### src/rtl/wwfc_pkg.sv
package wwfc_pkg;

    // input word
    typedef struct packed {
        logic        mode;
        logic [23:0] desired_fuel;
        logic [14:0] engine_speed;
        logic        cranking;
    } in_word_t;

    // output word
    typedef struct packed {
        logic [23:0] commanded_fuel;
        logic [23:0] wall_film;
        logic        bypassed;
    } out_word_t;

    // controller to datapath commands
    typedef struct packed {
        logic load;       // capture input word, start new item
        logic div_start;  // start a long division
        logic div_step;   // one restoring step
        logic div_sel_x;  // 1: division for x, 0: division for command
        logic exp_init;   // set up the series
        logic exp_mul;    // term * t
        logic exp_div;    // term / n by reciprocal multiply
        logic exp_acc;    // accumulate term
        logic sq_step;    // one squaring
        logic alpha_fin;  // round alpha, clamp beta
        logic num_mul;    // (1-alpha)*film
        logic num_fin;    // form numerator
        logic cmd_fin;    // saturate command
        logic film_mul;   // film products
        logic film_fin;   // new film, build result
        logic out_bypass; // result for bypass
        logic out_clear;  // result for clear
    } ctrl_t;

    // datapath to controller status
    typedef struct packed {
        logic is_clear;
        logic is_bypass;
        logic x_big;
        logic num_zero;
    } stat_t;

    localparam logic REG_TAU  = 1'b0;
    localparam logic REG_BETA = 1'b1;

    localparam int EXP_TERMS  = 14;
    localparam int SQUARINGS  = 4;
    localparam int XDIV_STEPS = 52;
    localparam int CDIV_STEPS = 41;

endpackage

### src/rtl/wwfc_ctrl.sv
module wwfc_ctrl (
    input  logic             clk,
    input  logic             rst_n,
    input  logic             in_valid,
    output logic             in_ready,
    output logic             res_valid,
    input  logic             res_taken,
    input  wwfc_pkg::stat_t  stat,
    output wwfc_pkg::ctrl_t  ctrl
);

    localparam logic [4:0] S_IDLE   = 5'd0;
    localparam logic [4:0] S_DECIDE = 5'd1;
    localparam logic [4:0] S_XDIV   = 5'd2;
    localparam logic [4:0] S_XCHK   = 5'd3;
    localparam logic [4:0] S_EMUL   = 5'd4;
    localparam logic [4:0] S_EDIV   = 5'd5;
    localparam logic [4:0] S_EACC   = 5'd6;
    localparam logic [4:0] S_SQ     = 5'd7;
    localparam logic [4:0] S_AFIN   = 5'd8;
    localparam logic [4:0] S_NMUL   = 5'd9;
    localparam logic [4:0] S_NFIN   = 5'd10;
    localparam logic [4:0] S_CDIV   = 5'd11;
    localparam logic [4:0] S_FMUL   = 5'd12;
    localparam logic [4:0] S_FFIN   = 5'd13;
    localparam logic [4:0] S_DONE   = 5'd14;
    localparam logic [4:0] S_CSTEP  = 5'd15;
    localparam logic [4:0] S_CFIN   = 5'd16;

    logic [4:0] state_reg, state_next;
    logic [5:0] cnt_reg, cnt_next;
    logic [3:0] term_reg, term_next;

    assign in_ready  = (state_reg == S_IDLE);
    assign res_valid = (state_reg == S_DONE);

    // state register
    always_ff @(posedge clk or negedge rst_n)
    begin
        if (!rst_n)
        begin
            state_reg <= S_IDLE;
            cnt_reg   <= '0;
            term_reg  <= '0;
        end
        else
        begin
            state_reg <= state_next;
            cnt_reg   <= cnt_next;
            term_reg  <= term_next;
        end
    end

    // next state and commands
    always_comb
    begin
        state_next = state_reg;
        cnt_next   = cnt_reg;
        term_next  = term_reg;
        ctrl       = '0;
        unique case (state_reg)
            S_IDLE:
            begin
                if (in_valid)
                begin
                    ctrl.load  = 1'b1;
                    state_next = S_DECIDE;
                end
            end
            S_DECIDE:
            begin
                if (stat.is_clear)
                begin
                    ctrl.out_clear = 1'b1;
                    state_next     = S_DONE;
                end
                else if (stat.is_bypass)
                begin
                    ctrl.out_bypass = 1'b1;
                    state_next      = S_DONE;
                end
                else
                begin
                    ctrl.div_start = 1'b1;
                    ctrl.div_sel_x = 1'b1;
                    cnt_next       = 6'(wwfc_pkg::XDIV_STEPS - 1);
                    state_next     = S_XDIV;
                end
            end
            S_XDIV:
            begin
                ctrl.div_step  = 1'b1;
                ctrl.div_sel_x = 1'b1;
                if (cnt_reg == '0)
                    state_next = S_XCHK;
                else
                    cnt_next = cnt_reg - 6'd1;
            end
            S_XCHK:
            begin
                if (stat.x_big)
                begin
                    ctrl.alpha_fin = 1'b1;
                    state_next     = S_NMUL;
                end
                else
                begin
                    ctrl.exp_init = 1'b1;
                    term_next     = 4'd1;
                    state_next    = S_EMUL;
                end
            end
            S_EMUL:
            begin
                ctrl.exp_mul = 1'b1;
                state_next   = S_EDIV;
            end
            S_EDIV:
            begin
                ctrl.exp_div = 1'b1;
                state_next   = S_EACC;
            end
            S_EACC:
            begin
                ctrl.exp_acc = 1'b1;
                if (term_reg == 4'(wwfc_pkg::EXP_TERMS))
                begin
                    cnt_next   = 6'(wwfc_pkg::SQUARINGS - 1);
                    state_next = S_SQ;
                end
                else
                begin
                    term_next  = term_reg + 4'd1;
                    state_next = S_EMUL;
                end
            end
            S_SQ:
            begin
                ctrl.sq_step = 1'b1;
                if (cnt_reg == '0)
                    state_next = S_AFIN;
                else
                    cnt_next = cnt_reg - 6'd1;
            end
            S_AFIN:
            begin
                ctrl.alpha_fin = 1'b1;
                state_next     = S_NMUL;
            end
            S_NMUL:
            begin
                ctrl.num_mul = 1'b1;
                state_next   = S_NFIN;
            end
            S_NFIN:
            begin
                ctrl.num_fin = 1'b1;
                state_next   = S_CDIV;
            end
            S_CDIV:
            begin
                if (stat.num_zero)
                begin
                    ctrl.cmd_fin = 1'b1;
                    state_next   = S_FMUL;
                end
                else
                begin
                    ctrl.div_start = 1'b1;
                    cnt_next       = 6'(wwfc_pkg::CDIV_STEPS - 1);
                    state_next     = S_CSTEP;
                end
            end
            S_CSTEP:
            begin
                ctrl.div_step = 1'b1;
                if (cnt_reg == '0)
                    state_next = S_CFIN;
                else
                    cnt_next = cnt_reg - 6'd1;
            end
            S_CFIN:
            begin
                ctrl.cmd_fin = 1'b1;
                state_next   = S_FMUL;
            end
            S_FMUL:
            begin
                ctrl.film_mul = 1'b1;
                state_next    = S_FFIN;
            end
            S_FFIN:
            begin
                ctrl.film_fin = 1'b1;
                state_next    = S_DONE;
            end
            S_DONE:
            begin
                if (res_taken)
                    state_next = S_IDLE;
            end
            default:
            begin
                state_next = S_IDLE;
            end
        endcase
    end

endmodule

### config.mk
export PLATFORM = sky130hd
export DESIGN_NAME = wwfc_ctrl
export DESIGN_NICKNAME = d
export VERILOG_FILES = /design/src/rtl/wwfc_pkg.sv /design/src/rtl/wwfc_ctrl.sv
export SDC_FILE = /design/constraint.sdc
export NUM_CORES = 1
export LEC_CHECK = 0
export ABC_AREA = 1
export BUFFER_PORTS_ARGS = -buffer_cell sky130_fd_sc_hd__buf_4
export CAP_MARGIN = 20
export CORE_MARGIN = 4
export CORE_UTILIZATION = 54
export DETAILED_ROUTE_END_ITERATION = 8
export GPL_ROUTABILITY_DRIVEN = 0
export PLACE_DENSITY = 0.78
export SYNTH_ARGS = -nofsm -noshare
export SYNTH_HDL_FRONTEND = slang
export SYNTH_SLANG_ARGS = --single-unit
### constraint.sdc
create_clock -name clk -period 2 [get_ports clk]
set_input_delay 0.5 -clock clk [delete_from_list [all_inputs] [get_ports clk]]
set_output_delay 0.5 -clock clk [all_outputs]
set_load 0.03 [all_outputs]
==> out/metrics.yaml <==
reg2reg_depth: 10
portBuffers: 26
syn_avg_cell_area_um2: 6.569
layout.nets: 250
max_cap_violations: 0
start_kind: "flop"
finalCritPeriodShare_pct: 100.1
worst_r2r_endpoint: "cnt_reg[1]"
peakVddDrop_mv: 1.155
clockBufferDepth: 2
synth_top_cell_area_share_pct: 28.57
max_freq_mhz: 499.3
placedCellCount: 253
arrival_ns: 1.50
die_y_um: 57.33
powerDensity_nw_per_um2: 1654
synth.distinct_cells: 23
clkSinkCount: 15
final-instance-count-excl-fill: 265
ys_seq_area_share_pct: 28.57
clock-root-buffer: "clkbuf_4"
layout_setup_ws_ns: -0.002786
grt_usage_pct: 20.49
grt.overflow.total: 0
violations: "negative setup slack"
vias: 1493
holdBufCountCts: 0
clk_pin_slew_worst_paths_ns: 0.09
drc: 0
period_minus_slack_ns: 2.003
yosysWarnings: 0
area_growth_pct: 31.81
dp_worst_setup_slack_ns: 0.1600
synth_seq_cells: 15
fin_worst_skew_ns: 0.004956
layout-drive-gt1-share_pct: 35.02
num_rows: 17
placed_cell_area_um2: 1538
cts-htree-levels: 1
yosys.area.top_type: "dfrtp_1"
outcome: "finished with violations"
hp-class: "input pin to asynchronous set/reset pin"
dp_hpwl_mm: 2.620
endpoint_kind: "output pin"
reg2reg_from: "state_reg[1]"
fp.coreArea_um2: 2255
wl_per_cell_um: 14.72
synth_area_leaders: "dfrtp_1 (29%), nand2_1 (15%), inv_1 (7.7%)"
num_antenna_cells: 0
crit_start: "state_reg[3]"
rsz0062_at_grt: "yes"
crit_type: "flop to output pin"
first_global_vias: 1236
hold_slack_ns: 0.05668
n_fill_cell: 175
die_w_um: 57.33
crit_end: "ctrl[7]"
crit_fanout: 5
postLayoutCellArea_um2: 1732
grt_max_degree: 16
numCtsBuffers: 3
largest_reg_flops: 6
dieArea_um2: 3286
start_util_pct: 58.27
ant_nets: 0
max-slew-margin-rel_pct: 74.34
setup_viol: 2
io_pins: 27
syn_nets: 212
reg2reg_slack_ns: 0.25
cts_tree: "yes"
viasPerCell: 5.634
antenna_found_initial: 0
synth_cells: 200
final_max_slew_viol_count: 0
syn-cell-area_um2: 1314
hold_viol_final: 0
totalWireLength_mm: 3.900
grt_pass1_wl_mm: 5.430
power_leakage_nw: 0.9964
tightest_slew_ns: 0.3849
critPathRequiredTime_ns: 1.50
drt_iter0_markers: 119
clk_latency_ns: 0.27
dr.pass1.iters: 5
## cells by family (layout without fill, tap and decap cells)
| family | count (synthesis) | after routing | synth area share (%) |
|---|---|---|---|
| buffers and inverters | 35 | 72 | 10.57 |
| DFF | 15 | 15 | 28.57 |
| xor gates and xnor gates | 4 | 4 | 2.666 |
| and+or+nand+nor | 124 | 124 | 47.33 |
| adders and majority gates | 4 | 4 | 3.810 |
| AOI/OAI and AO/OA | 18 | 18 | 7.048 |
## synth_stat cells (all sizes together)
| library cell | count |
|---|---|
| nand2 | 61 |
| inv | 34 |
| nor2 | 33 |
| nand3 | 22 |
| dfrtp | 15 |
| o21ai | 13 |
| a21oi | 4 |
| ha | 4 |
| nand4 | 4 |
| xor2 | 4 |
| nor3 | 2 |
| buf | 1 |
| nand3b | 1 |
| o211ai | 1 |
| or2 | 1 |
## where the power goes
group / total [W] / internal (W) / switching (W)
combinational: 0.00205 / 0.000720 / 0.00133
clock: 0.000167 / 0.0000772 / 0.0000894
sequential: 0.000646 / 0.000445 / 0.000201
## final cells by class
| cell class | instances | area [um^2] | share of cell area (%) |
|---|---|---|---|
| Multi-Input combinational cell | 150 | 888.4 | 51.30 |
| Sequential cell | 15 | 380.4 | 21.97 |
| Timing Repair Buffer | 34 | 266.5 | 15.39 |
| Inverter | 34 | 135.1 | 7.803 |
| Tap cell | 28 | 35.03 | 2.023 |
| Clock buffer | 4 | 26.28 | 1.517 |
## critical path, cell delays in order (launching register included)
cell and delay (ns):
dfrtp_2 0.46, nor2_4 0.16, nand2_4 0.10, nor2_4 0.10
nand2_2 0.09, inv_1 0.07, nor2_2 0.05, inv_1 0.05
buf_4 0.15
## routing by layer
layer / up-vias / routed length (um) / GRT usage (%)
met4: 0 / 127 / 7.285
li1: 704 / - / -
met2: 111 / 1736 / 29.85
met1: 654 / 1581 / 30.92
met3: 24 / 453 / 2.489
met5: - / 0 / 0
## placed cells by master, fill, tap and decap left out, drive strengths merged
cell type,count
nand3b,1
nor3,2
nand2,61
nand3,22
dfrtp,15
nor2,33
inv,34
or2,1
a21oi,4
o211ai,1
o21ai,13
buf,34
clkbuf,4
nand4,4
ha,4
xor2,4
## worst min-delay path by stage
| stage | endpoint | slack [ns] |
|---|---|---|
| finish | cnt_reg[2] | 0.06 |
| global route | cnt_reg[3] | 0.05 |
| CTS | cnt_reg[2] | 0.06 |
| detailed placement | cnt_reg[2] | 0.36 |
| global placement | cnt_reg[1] | 0.36 |
| floorplan | cnt_reg[0] | 0.20 |
## per-stage QoR
step	power, W	utilization (%)	TNS [ns]
floorplan	0.001912	-	0
global placement	0.002287	68.20	0
detailed placement	0.002324	68.20	0
CTS	0.002534	70.26	-0.2525
global route	0.003107	76.80	-0.6489
finish	0.002863	76.80	-0.004141
## what timing repair did
action                                  CTS  global route
gates resized for setup                   6            25
setup buffers                             1             7
cloned                                    0             0
endpoints found under the setup margin   11            13
pin swaps                                 0             6
No activity file was read; power rests on OpenSTA's default activity.
